`config.mk`:
```
export PLATFORM = sky130hd
export DESIGN_NAME = glyph_mask_src_over_blend_core
export DESIGN_NICKNAME = d
export VERILOG_FILES = /design/src/rtl/gmsob_pkg.sv /design/src/rtl/gmsob_regs.sv /design/src/rtl/gmsob_front.sv /design/src/rtl/gmsob_fifo.sv /design/src/rtl/gmsob_back.sv /design/src/rtl/glyph_mask_src_over_blend_core.sv
export SDC_FILE = /design/constraint.sdc
export NUM_CORES = 2
export LEC_CHECK = 0
export ABC_AREA = 1
export BUFFER_PORTS_ARGS = -buffer_cell sky130_fd_sc_hd__buf_2
export CORE_UTILIZATION = 60
export CTS_BUF_LIST = sky130_fd_sc_hd__clkbuf_8
export CTS_CLUSTER_DIAMETER = 100
export DETAILED_ROUTE_END_ITERATION = 16
export GPL_ROUTABILITY_DRIVEN = 0
export PLACE_DENSITY = 0.86
export SYNTH_ARGS = -nofsm -noshare
export SYNTH_HDL_FRONTEND = slang
export SYNTH_SLANG_ARGS = --single-unit
export TNS_END_PERCENT = 50
```
`constraint.sdc`:
```
create_clock -name clk -period 8.2 [get_ports clk]
set_clock_uncertainty 0.15 [all_clocks]
set_input_delay 0.41 -clock clk [delete_from_list [all_inputs] [get_ports clk]]
set_output_delay 0.41 -clock clk [all_outputs]
set_load 0.05 [all_outputs]
```
`src/rtl/gmsob_pkg.sv`:
```
// Shared types, constants and arithmetic helpers of the glyph mask blend core.
package gmsob_pkg;

    // Register indexes on the configuration port (byte address = 4 * index).
    localparam logic [2:0] REG_GLYPH_COLOR  = 3'd0;
    localparam logic [2:0] REG_FRAME_WIDTH  = 3'd1;
    localparam logic [2:0] REG_FRAME_HEIGHT = 3'd2;
    localparam logic [2:0] REG_GLYPH_LEFT   = 3'd3;
    localparam logic [2:0] REG_GLYPH_TOP    = 3'd4;
    localparam logic [2:0] REG_GLYPH_WIDTH  = 3'd5;
    localparam logic [2:0] REG_GLYPH_HEIGHT = 3'd6;

    localparam int unsigned ADDR_W = 5;

    localparam logic [7:0] FULL_SCALE = 8'hFF;

    // Request queue between the classifying front and the blending back.
    localparam int unsigned FIFO_DEPTH = 4;
    localparam int unsigned FIFO_PTR_W = 2;
    localparam int unsigned FIFO_CNT_W = 3;

    typedef struct packed {
        logic       pass;
        logic [7:0] eff;
        logic [7:0] dst_red;
        logic [7:0] dst_green;
        logic [7:0] dst_blue;
        logic [7:0] dst_alpha;
    } blend_req_t;

    typedef struct packed {
        logic push;
        logic pop;
        logic full;
        logic empty;
    } fifo_ctrl_t;

    // Floored division by 255, exact for every x up to 255 * 255.
    function automatic logic [7:0] div255(input logic [15:0] x);
        logic [16:0] t;
        t = {1'b0, x} + 17'd1 + {9'd0, x[15:8]};
        return t[15:8];
    endfunction

endpackage

```
`src/rtl/gmsob_regs.sv`:
```
// Configuration register file behind the APB-style port.
module gmsob_regs #(
    parameter int unsigned COORD_BITS = 14
) (
    input  logic                          clk,
    input  logic                          rst_n,
    input  logic                          psel,
    input  logic                          penable,
    input  logic                          pwrite,
    input  logic [gmsob_pkg::ADDR_W-1:0]  paddr,
    input  logic [31:0]                   pwdata,
    output logic [31:0]                   prdata,
    output logic                          pready,
    output logic [31:0]                   glyph_color,
    output logic [COORD_BITS-1:0]         frame_width,
    output logic [COORD_BITS-1:0]         frame_height,
    output logic [COORD_BITS-1:0]         glyph_left,
    output logic [COORD_BITS-1:0]         glyph_top,
    output logic [COORD_BITS-1:0]         glyph_width,
    output logic [COORD_BITS-1:0]         glyph_height
);

    logic [31:0]           glyph_color_reg;
    logic [COORD_BITS-1:0] frame_width_reg;
    logic [COORD_BITS-1:0] frame_height_reg;
    logic [COORD_BITS-1:0] glyph_left_reg;
    logic [COORD_BITS-1:0] glyph_top_reg;
    logic [COORD_BITS-1:0] glyph_width_reg;
    logic [COORD_BITS-1:0] glyph_height_reg;

    logic       wr_en;
    logic [2:0] index;

    assign pready = 1'b1;
    assign wr_en  = psel & penable & pwrite & pready;
    assign index  = paddr[gmsob_pkg::ADDR_W-1:2];

    always_ff @(posedge clk or negedge rst_n)
    begin
        if (!rst_n)
        begin
            glyph_color_reg  <= '0;
            frame_width_reg  <= '0;
            frame_height_reg <= '0;
            glyph_left_reg   <= '0;
            glyph_top_reg    <= '0;
            glyph_width_reg  <= '0;
            glyph_height_reg <= '0;
        end
        else if (wr_en)
        begin
            unique case (index)
                gmsob_pkg::REG_GLYPH_COLOR:  glyph_color_reg  <= pwdata;
                gmsob_pkg::REG_FRAME_WIDTH:  frame_width_reg  <= pwdata[COORD_BITS-1:0];
                gmsob_pkg::REG_FRAME_HEIGHT: frame_height_reg <= pwdata[COORD_BITS-1:0];
                gmsob_pkg::REG_GLYPH_LEFT:   glyph_left_reg   <= pwdata[COORD_BITS-1:0];
                gmsob_pkg::REG_GLYPH_TOP:    glyph_top_reg    <= pwdata[COORD_BITS-1:0];
                gmsob_pkg::REG_GLYPH_WIDTH:  glyph_width_reg  <= pwdata[COORD_BITS-1:0];
                gmsob_pkg::REG_GLYPH_HEIGHT: glyph_height_reg <= pwdata[COORD_BITS-1:0];
                default:                     ;
            endcase
        end
    end

    always_comb
    begin
        unique case (index)
            gmsob_pkg::REG_GLYPH_COLOR:  prdata = glyph_color_reg;
            gmsob_pkg::REG_FRAME_WIDTH:  prdata = 32'(frame_width_reg);
            gmsob_pkg::REG_FRAME_HEIGHT: prdata = 32'(frame_height_reg);
            gmsob_pkg::REG_GLYPH_LEFT:   prdata = 32'(glyph_left_reg);
            gmsob_pkg::REG_GLYPH_TOP:    prdata = 32'(glyph_top_reg);
            gmsob_pkg::REG_GLYPH_WIDTH:  prdata = 32'(glyph_width_reg);
            gmsob_pkg::REG_GLYPH_HEIGHT: prdata = 32'(glyph_height_reg);
            default:                     prdata = '0;
        endcase
    end

    assign glyph_color  = glyph_color_reg;
    assign frame_width  = frame_width_reg;
    assign frame_height = frame_height_reg;
    assign glyph_left   = glyph_left_reg;
    assign glyph_top    = glyph_top_reg;
    assign glyph_width  = glyph_width_reg;
    assign glyph_height = glyph_height_reg;

endmodule

```
`src/rtl/gmsob_front.sv`:
```
// Front end: accepts pixels, clips them and forms the effective alpha.
module gmsob_front #(
    parameter int unsigned COORD_BITS = 14
) (
    input  logic                        clk,
    input  logic                        rst_n,
    input  logic                        in_valid,
    output logic                        in_ready,
    input  logic [COORD_BITS-1:0]       pos_x,
    input  logic [COORD_BITS-1:0]       pos_y,
    input  logic [7:0]                  mask_alpha,
    input  logic [7:0]                  dst_red,
    input  logic [7:0]                  dst_green,
    input  logic [7:0]                  dst_blue,
    input  logic [7:0]                  dst_alpha,
    input  logic [7:0]                  color_transp,
    input  logic [COORD_BITS-1:0]       frame_width,
    input  logic [COORD_BITS-1:0]       frame_height,
    input  logic [COORD_BITS-1:0]       glyph_left,
    input  logic [COORD_BITS-1:0]       glyph_top,
    input  logic [COORD_BITS-1:0]       glyph_width,
    input  logic [COORD_BITS-1:0]       glyph_height,
    output logic                        req_valid,
    input  logic                        req_ready,
    output gmsob_pkg::blend_req_t       req
);

    localparam int unsigned EW = COORD_BITS + 2;

    // Stage A: operands registered with the coverage product.
    logic                  a_valid_reg;
    logic [COORD_BITS-1:0] a_x_reg;
    logic [COORD_BITS-1:0] a_y_reg;
    logic [15:0]           a_prod_reg;
    logic [7:0]            a_red_reg;
    logic [7:0]            a_green_reg;
    logic [7:0]            a_blue_reg;
    logic [7:0]            a_alpha_reg;

    // Stage B: classified request.
    logic                  b_valid_reg;
    gmsob_pkg::blend_req_t b_req_reg;
    gmsob_pkg::blend_req_t b_req_next;

    logic a_ready;
    logic b_ready;
    logic hit_x;
    logic hit_y;

    assign b_ready  = !b_valid_reg || req_ready;
    assign a_ready  = !a_valid_reg || b_ready;
    assign in_ready = a_ready;

    // The base alpha of the glyph is 255 minus its transparency byte.
    always_ff @(posedge clk or negedge rst_n)
    begin
        if (!rst_n)
        begin
            a_valid_reg <= 1'b0;
        end
        else if (a_ready)
        begin
            a_valid_reg <= in_valid;
        end
    end

    always_ff @(posedge clk)
    begin
        if (a_ready && in_valid)
        begin
            a_x_reg     <= pos_x;
            a_y_reg     <= pos_y;
            a_prod_reg  <= (gmsob_pkg::FULL_SCALE - color_transp) * mask_alpha;
            a_red_reg   <= dst_red;
            a_green_reg <= dst_green;
            a_blue_reg  <= dst_blue;
            a_alpha_reg <= dst_alpha;
        end
    end

    function automatic logic in_span(
        input logic [COORD_BITS-1:0] p,
        input logic [COORD_BITS-1:0] origin,
        input logic [COORD_BITS-1:0] size,
        input logic [COORD_BITS-1:0] limit
    );
        logic signed [EW-1:0] p_s;
        logic signed [EW-1:0] o_s;
        logic signed [EW-1:0] lo_s;
        logic signed [EW-1:0] hi_s;
        logic signed [EW-1:0] lim_s;
        p_s   = $signed({{2{p[COORD_BITS-1]}}, p});
        o_s   = $signed({{2{origin[COORD_BITS-1]}}, origin});
        lim_s = $signed({2'b00, limit});
        lo_s  = origin[COORD_BITS-1] ? '0 : o_s;
        hi_s  = o_s + $signed({2'b00, size});
        if (hi_s > lim_s)
        begin
            hi_s = lim_s;
        end
        return (p_s >= lo_s) && (p_s < hi_s);
    endfunction

    assign hit_x = in_span(a_x_reg, glyph_left, glyph_width, frame_width);
    assign hit_y = in_span(a_y_reg, glyph_top, glyph_height, frame_height);

    always_comb
    begin
        b_req_next.eff       = gmsob_pkg::div255(a_prod_reg);
        b_req_next.pass      = !(hit_x && hit_y) || (b_req_next.eff == 8'd0);
        b_req_next.dst_red   = a_red_reg;
        b_req_next.dst_green = a_green_reg;
        b_req_next.dst_blue  = a_blue_reg;
        b_req_next.dst_alpha = a_alpha_reg;
    end

    always_ff @(posedge clk or negedge rst_n)
    begin
        if (!rst_n)
        begin
            b_valid_reg <= 1'b0;
        end
        else if (b_ready)
        begin
            b_valid_reg <= a_valid_reg;
        end
    end

    always_ff @(posedge clk)
    begin
        if (b_ready && a_valid_reg)
        begin
            b_req_reg <= b_req_next;
        end
    end

    assign req_valid = b_valid_reg;
    assign req       = b_req_reg;

endmodule

```
`src/rtl/gmsob_fifo.sv`:
```
// Short request queue between the front and back ends.
module gmsob_fifo (
    input  logic                  clk,
    input  logic                  rst_n,
    input  logic                  wr_valid,
    output logic                  wr_ready,
    input  gmsob_pkg::blend_req_t wr_data,
    output logic                  rd_valid,
    input  logic                  rd_ready,
    output gmsob_pkg::blend_req_t rd_data
);

    gmsob_pkg::blend_req_t mem [gmsob_pkg::FIFO_DEPTH];

    logic [gmsob_pkg::FIFO_PTR_W-1:0] wr_ptr_reg;
    logic [gmsob_pkg::FIFO_PTR_W-1:0] rd_ptr_reg;
    logic [gmsob_pkg::FIFO_CNT_W-1:0] count_reg;
    logic [gmsob_pkg::FIFO_CNT_W-1:0] count_next;
    gmsob_pkg::fifo_ctrl_t            ctrl;

    assign ctrl.full  = (count_reg == gmsob_pkg::FIFO_CNT_W'(gmsob_pkg::FIFO_DEPTH));
    assign ctrl.empty = (count_reg == '0);
    assign ctrl.push  = wr_valid && !ctrl.full;
    assign ctrl.pop   = rd_ready && !ctrl.empty;

    assign wr_ready = !ctrl.full;
    assign rd_valid = !ctrl.empty;
    assign rd_data  = mem[rd_ptr_reg];

    always_comb
    begin
        count_next = count_reg;
        if (ctrl.push && !ctrl.pop)
        begin
            count_next = count_reg + 1'b1;
        end
        else if (ctrl.pop && !ctrl.push)
        begin
            count_next = count_reg - 1'b1;
        end
    end

    always_ff @(posedge clk or negedge rst_n)
    begin
        if (!rst_n)
        begin
            wr_ptr_reg <= '0;
            rd_ptr_reg <= '0;
            count_reg  <= '0;
        end
        else
        begin
            if (ctrl.push)
            begin
                wr_ptr_reg <= wr_ptr_reg + 1'b1;
            end
            if (ctrl.pop)
            begin
                rd_ptr_reg <= rd_ptr_reg + 1'b1;
            end
            count_reg <= count_next;
        end
    end

    always_ff @(posedge clk)
    begin
        if (ctrl.push)
        begin
            mem[wr_ptr_reg] <= wr_data;
        end
    end

`ifndef SYNTHESIS
    a_count_bound: assert property (@(posedge clk) disable iff (!rst_n)
        count_reg <= gmsob_pkg::FIFO_CNT_W'(gmsob_pkg::FIFO_DEPTH))
        else $error("request queue count beyond its depth");

    a_count_up: assert property (@(posedge clk) disable iff (!rst_n)
        ctrl.push && !ctrl.pop |=> count_reg == $past(count_reg) + 1'b1)
        else $error("request queue count did not follow a push");

    a_ptr_gap: assert property (@(posedge clk) disable iff (!rst_n)
        (count_reg == '0 || count_reg == gmsob_pkg::FIFO_CNT_W'(gmsob_pkg::FIFO_DEPTH))
        |-> wr_ptr_reg == rd_ptr_reg)
        else $error("request queue pointers disagree with its count");
`endif

endmodule

```
`src/rtl/gmsob_back.sv`:
```
// Back end: blends each request and holds the result for the output stream.
module gmsob_back (
    input  logic                  clk,
    input  logic                  rst_n,
    input  logic                  req_valid,
    output logic                  req_ready,
    input  gmsob_pkg::blend_req_t req,
    input  logic [31:0]           glyph_color,
    output logic                  out_valid,
    input  logic                  out_ready,
    output logic [7:0]            out_red,
    output logic [7:0]            out_green,
    output logic [7:0]            out_blue,
    output logic [7:0]            out_alpha,
    output logic                  modified
);

    logic [7:0] inv_eff;

    // Stage C: weighted sums of source and destination.
    logic        c_valid_reg;
    logic        c_pass_reg;
    logic [7:0]  c_eff_reg;
    logic [15:0] c_sum_r_reg;
    logic [15:0] c_sum_g_reg;
    logic [15:0] c_sum_b_reg;
    logic [15:0] c_sum_a_reg;
    logic [7:0]  c_red_reg;
    logic [7:0]  c_green_reg;
    logic [7:0]  c_blue_reg;
    logic [7:0]  c_alpha_reg;

    // Stage D: output register.
    logic        d_valid_reg;
    logic [7:0]  d_red_reg;
    logic [7:0]  d_green_reg;
    logic [7:0]  d_blue_reg;
    logic [7:0]  d_alpha_reg;
    logic        d_mod_reg;

    logic [8:0]  alpha_sum;
    logic [7:0]  alpha_sat;
    logic        c_ready;
    logic        d_ready;

    assign d_ready   = !d_valid_reg || out_ready;
    assign c_ready   = !c_valid_reg || d_ready;
    assign req_ready = c_ready;
    assign inv_eff   = gmsob_pkg::FULL_SCALE - req.eff;

    always_ff @(posedge clk or negedge rst_n)
    begin
        if (!rst_n)
        begin
            c_valid_reg <= 1'b0;
            d_valid_reg <= 1'b0;
        end
        else
        begin
            if (c_ready)
            begin
                c_valid_reg <= req_valid;
            end
            if (d_ready)
            begin
                d_valid_reg <= c_valid_reg;
            end
        end
    end

    always_ff @(posedge clk)
    begin
        if (c_ready && req_valid)
        begin
            c_pass_reg  <= req.pass;
            c_eff_reg   <= req.eff;
            c_sum_r_reg <= glyph_color[31:24] * req.eff + req.dst_red * inv_eff;
            c_sum_g_reg <= glyph_color[23:16] * req.eff + req.dst_green * inv_eff;
            c_sum_b_reg <= glyph_color[15:8] * req.eff + req.dst_blue * inv_eff;
            c_sum_a_reg <= req.dst_alpha * inv_eff;
            c_red_reg   <= req.dst_red;
            c_green_reg <= req.dst_green;
            c_blue_reg  <= req.dst_blue;
            c_alpha_reg <= req.dst_alpha;
        end
    end

    // The combined alpha cannot exceed full scale, but it is clamped all the same.
    assign alpha_sum = {1'b0, c_eff_reg} + {1'b0, gmsob_pkg::div255(c_sum_a_reg)};
    assign alpha_sat = alpha_sum[8] ? gmsob_pkg::FULL_SCALE : alpha_sum[7:0];

    always_ff @(posedge clk)
    begin
        if (d_ready && c_valid_reg)
        begin
            if (c_pass_reg)
            begin
                d_red_reg   <= c_red_reg;
                d_green_reg <= c_green_reg;
                d_blue_reg  <= c_blue_reg;
                d_alpha_reg <= c_alpha_reg;
            end
            else
            begin
                d_red_reg   <= gmsob_pkg::div255(c_sum_r_reg);
                d_green_reg <= gmsob_pkg::div255(c_sum_g_reg);
                d_blue_reg  <= gmsob_pkg::div255(c_sum_b_reg);
                d_alpha_reg <= alpha_sat;
            end
            d_mod_reg <= !c_pass_reg;
        end
    end

    assign out_valid = d_valid_reg;
    assign out_red   = d_red_reg;
    assign out_green = d_green_reg;
    assign out_blue  = d_blue_reg;
    assign out_alpha = d_alpha_reg;
    assign modified  = d_mod_reg;

endmodule

```
`src/rtl/glyph_mask_src_over_blend_core.sv`:
```
// Top level of the glyph mask source-over blend core.
//
// Blends a uniformly coloured glyph mask over an RGBA8 pixel stream, one pixel per
// clock sustained while m_tready does not hold it back. Each accepted request passes
// two front stages (coverage product, then clipping against the glyph rectangle and
// frame and the effective alpha), a four-entry request queue, and two back stages
// (per-channel weighted sums, then the divide by 255 into the output register). The
// 8x8 multipliers of the product and sum stages are not shared, one set per pixel.
// The user must write the registers over the APB-style port only while the stream
// is idle; the block itself does not enforce it. glyph_color sits at 0x00, then
// frame width and height, glyph left, top, width and height every four bytes.
module glyph_mask_src_over_blend_core #(
    parameter int unsigned COORD_BITS = 14
) (
    input  logic                                   clk,
    input  logic                                   rst_n,
    input  logic                                   psel,
    input  logic                                   penable,
    input  logic                                   pwrite,
    input  logic [gmsob_pkg::ADDR_W-1:0]           paddr,
    input  logic [31:0]                            pwdata,
    output logic [31:0]                            prdata,
    output logic                                   pready,
    input  logic                                   s_tvalid,
    output logic                                   s_tready,
    // pos_x, pos_y, mask_alpha, dst_red, dst_green, dst_blue, dst_alpha, zero fill
    input  logic [((2*COORD_BITS+47)/8)*8-1:0]     s_tdata,
    output logic                                   m_tvalid,
    input  logic                                   m_tready,
    // out_red, out_green, out_blue, out_alpha
    output logic [31:0]                            m_tdata,
    // modified
    output logic [0:0]                             m_tuser
);

    localparam int unsigned XB = 0;
    localparam int unsigned YB = COORD_BITS;
    localparam int unsigned MB = 2 * COORD_BITS;

    logic [31:0]           glyph_color;
    logic [COORD_BITS-1:0] frame_width;
    logic [COORD_BITS-1:0] frame_height;
    logic [COORD_BITS-1:0] glyph_left;
    logic [COORD_BITS-1:0] glyph_top;
    logic [COORD_BITS-1:0] glyph_width;
    logic [COORD_BITS-1:0] glyph_height;

    logic                  f_valid;
    logic                  f_ready;
    gmsob_pkg::blend_req_t f_req;
    logic                  q_valid;
    logic                  q_ready;
    gmsob_pkg::blend_req_t q_req;

    gmsob_regs #(
        .COORD_BITS (COORD_BITS)
    ) u_regs (
        .clk          (clk),
        .rst_n        (rst_n),
        .psel         (psel),
        .penable      (penable),
        .pwrite       (pwrite),
        .paddr        (paddr),
        .pwdata       (pwdata),
        .prdata       (prdata),
        .pready       (pready),
        .glyph_color  (glyph_color),
        .frame_width  (frame_width),
        .frame_height (frame_height),
        .glyph_left   (glyph_left),
        .glyph_top    (glyph_top),
        .glyph_width  (glyph_width),
        .glyph_height (glyph_height)
    );

    gmsob_front #(
        .COORD_BITS (COORD_BITS)
    ) u_front (
        .clk          (clk),
        .rst_n        (rst_n),
        .in_valid     (s_tvalid),
        .in_ready     (s_tready),
        .pos_x        (s_tdata[XB +: COORD_BITS]),
        .pos_y        (s_tdata[YB +: COORD_BITS]),
        .mask_alpha   (s_tdata[MB +: 8]),
        .dst_red      (s_tdata[MB + 8 +: 8]),
        .dst_green    (s_tdata[MB + 16 +: 8]),
        .dst_blue     (s_tdata[MB + 24 +: 8]),
        .dst_alpha    (s_tdata[MB + 32 +: 8]),
        .color_transp (glyph_color[7:0]),
        .frame_width  (frame_width),
        .frame_height (frame_height),
        .glyph_left   (glyph_left),
        .glyph_top    (glyph_top),
        .glyph_width  (glyph_width),
        .glyph_height (glyph_height),
        .req_valid    (f_valid),
        .req_ready    (f_ready),
        .req          (f_req)
    );

    gmsob_fifo u_fifo (
        .clk      (clk),
        .rst_n    (rst_n),
        .wr_valid (f_valid),
        .wr_ready (f_ready),
        .wr_data  (f_req),
        .rd_valid (q_valid),
        .rd_ready (q_ready),
        .rd_data  (q_req)
    );

    gmsob_back u_back (
        .clk         (clk),
        .rst_n       (rst_n),
        .req_valid   (q_valid),
        .req_ready   (q_ready),
        .req         (q_req),
        .glyph_color (glyph_color),
        .out_valid   (m_tvalid),
        .out_ready   (m_tready),
        .out_red     (m_tdata[7:0]),
        .out_green   (m_tdata[15:8]),
        .out_blue    (m_tdata[23:16]),
        .out_alpha   (m_tdata[31:24]),
        .modified    (m_tuser[0])
    );

endmodule
```
==> summary.txt <==
Run status
  – Status: complete, no violations

Logic synthesis
  – Most common cell in the netlist: nand2_1
  – Synth unique cells: 56
  – Synth top area share: 0.307
  – Area leader, netlist: edfxtp_1
  – Post-synth top cells: nand2_1, inv_1, nor2_1
  – Flops & latches, synth: between 500 and 600
  – Synth async-reset ratio: 0.233
  – Synthesized area: slightly above 0.04 sq mm
  – Syn. warnings: 0
  – Number of flops mapped to enable cells by yosys: 419
  – Seq/Total Area, Yosys: 0.385
  – Leading cell types by total area after synthesis: edfxtp_1, fa_1, ha_1, dfrtp_1, nand2_1
  – Ys flop type: edfxtp_1
  – Syn Inst Count: 4,188
  – Syn avg cell area: approximately 10 sq um

Die
  – Core area: roughly 0.067 sq mm
  – Site Rows: 95
  – Starting Density: 0.608
  – IO Pins: around 180
  – DIE HEIGHT: 263 um
  – Die Wd: about 260 um
  – Die area: about 0.069 sq mm

Detailed routing
  – Final wirelength: roughly 100,000 um
  – Drt drc: 0
  – 1st-iter DRT viols: between 2,000 and 3,000
  – Vias per inst: 5.75
  – Remaining antenna violation count: 0
  – Wire per inst: 18.9 um
  – Via Count: around 31,000
  – 1st-pass router iterations: 8

Clock tree
  – Longest Clk Path Bufs: 3
  – H-tree depth: 3
  – CTS tree: built
  – Reg clk slew, reported paths: approximately 0.07 ns
  – CTS Sinks: 546
  – Post-CTS setup buffers: 0
  – CTS root buffer: clkbuf_8
  – Worst-Skew Late Latency: ~0.73 ns
  – Num CTS Buffers: around 90

Cells and area
  – Nets: approximately 5,400
  – Max reg flops: 164
  – Final core occ: 0.681
  – Area growth syn-to-layout: 12.0%
  – Share of layout cells above drive strength 1: 0.0879

Global route
  – Aggregate global routing overflow: 0
  – Gr usage total: 0.302
  – Initial antenna violation count: 2
  – Global-route wire length before repair: 164,000 um
  – Pin count of the biggest net entering global routing: 80
  – Number of global-route vias before repair: approximately 33,000

Placement
  – Number of port buffers: ~180
  – Hpwl dp: approximately 75,000 um

Critical path
  – Crit-path max FO: 33
  – CP Data Arrival Time: slightly below 8 ns
  – Required time worst endpoint: about 8.5 ns
  – CP Capture Type: register
  – Max incr delay on CP: between 0.6 and 0.7 ns
  – CP Launch Type: register
  – CP max-delay cell: dfrtp_2
  – Crit path kind: register to register

Timing
  – RSZ-0062 raised after global routing: no
  – Final count of hold timing violations: 0
  – Fin Setup TNS: 0 ns
  – Period utilisation layout: 0.933
  – # setup viols final: 0
  – Fmax: 131 MHz
  – Tightest Pin Transition: roughly 1.2 ns
  – Tmin final: approximately 7.6 ns
  – Slew headroom: 0.225
  – Max Slew Vio Count: 0

Worst hold path
  – Min-Delay Path Class: input port to asynchronous set/reset pin

Flow run
  – Max Cap Viol: 0
routing by layer:
metal / vias to the layer above / GRT usage / part of all wire
li1: 14200 / - / -
met1: 15000 / 0.347 / 0.35
met2: 1686 / 0.510 / 0.48
met3: 532 / 0.0650 / 0.090
met4: 0 / 0.204 / 0.077
met5: - / 0 / 0
metrics by stage:
step | cell area, sq um | std cells | setup slack, ns | hold WS [ns]
global placement | 43100 | 5198 | 0.935 | 0.253
floorplan | 41000 | 4190 | 1.54 | -0.0356
detailed placement | 43100 | 5198 | 0.745 | 0.255
CTS | 45900 | 5459 | 0.672 | 0.126
finish | 45900 | 5461 | 0.551 | 0.141
global route | 45900 | 5461 | 0.255 | 0.188
what timing repair did:
item                                   in CTS  in global routing
endpoints found under the hold margin     258                  0
hold buffers                               96                  0
resized for setup                           0                  0
layout make-up:
| cell class | count | area, sq um |
|---|---|---|
| fillers | 4638 | 21500 |
| clock inverters | 70 | 484 |
| repair buffers | 335 | 2360 |
| diodes | 2 | 5.00 |
| flip-flops and latches | 546 | 15800 |
| inverters | 745 | 2800 |
| well taps | 873 | 1090 |
| clock buffers | 95 | 1310 |
| multi-input cells | 2795 | 22100 |
layout by cell type, fill, tap and decap left out, types with 20 or more instances in the layout:
cell type / n
a21oi_1: 218
a32oi_1: 32
buf_2: 175
buf_4: 60
clkbuf_8: 95
clkinv_1: 28
dfrtp_1: 126
dlygate4sd3_1: 96
edfxtp_1: 419
fa_1: 364
ha_1: 420
inv_1: 751
nand2_1: 734
nand3_1: 80
nand4_1: 22
nor2_1: 481
o21ai_0: 159
o21bai_1: 20
o22ai_1: 23
xnor2_1: 30
xor2_1: 86
kinds of logic after synthesis:
family	count (synthesis)	synth area share
and+or+nand+nor	1368	0.132
buffers and inverters	849	0.0780
adders and majority gates	784	0.306
DFF	546	0.385
AOI/OAI and AO/OA	522	0.0736
xor gates and xnor gates	116	0.0248
other	2	0.000183
muxes	1	0.000275
critical path: cells and delay by family (launching register included):
family / cells / cell delay (ns)
buffers and inverters: 8 / 1.67
flip-flops: 1 / 0.64
adder cells (fa/ha/maj): 7 / 3.15
XOR/XNOR: 1 / 0.08
AND/OR/NAND/NOR: 9 / 0.88
AO/OA/AOI/OAI: 5 / 0.81
path summary, 6_finish.rpt:
check,startpoint,slack [ns],endpoint,cells past startpoint
setup / recovery,u_fifo.rd_ptr_reg[0],0.55,u_back.c_sum_b_reg[15],30
hold / removal,rst_n,0.14,u_regs.frame_height[4],2
setup reg to reg,u_fifo.rd_ptr_reg[0],0.55,u_back.c_sum_b_reg[15],30
hold reg to reg,u_front.a_blue_reg[3],0.26,u_front.req[11],0
max in group asynchronous,rst_n,6.56,u_regs.glyph_color[20],3
min in group clk,s_tdata[29],0.17,u_front.a_prod_reg[1],4
Power is not shown: default switching activity piles up to over one toggle a cycle in this logic, so the estimate is an artifact.
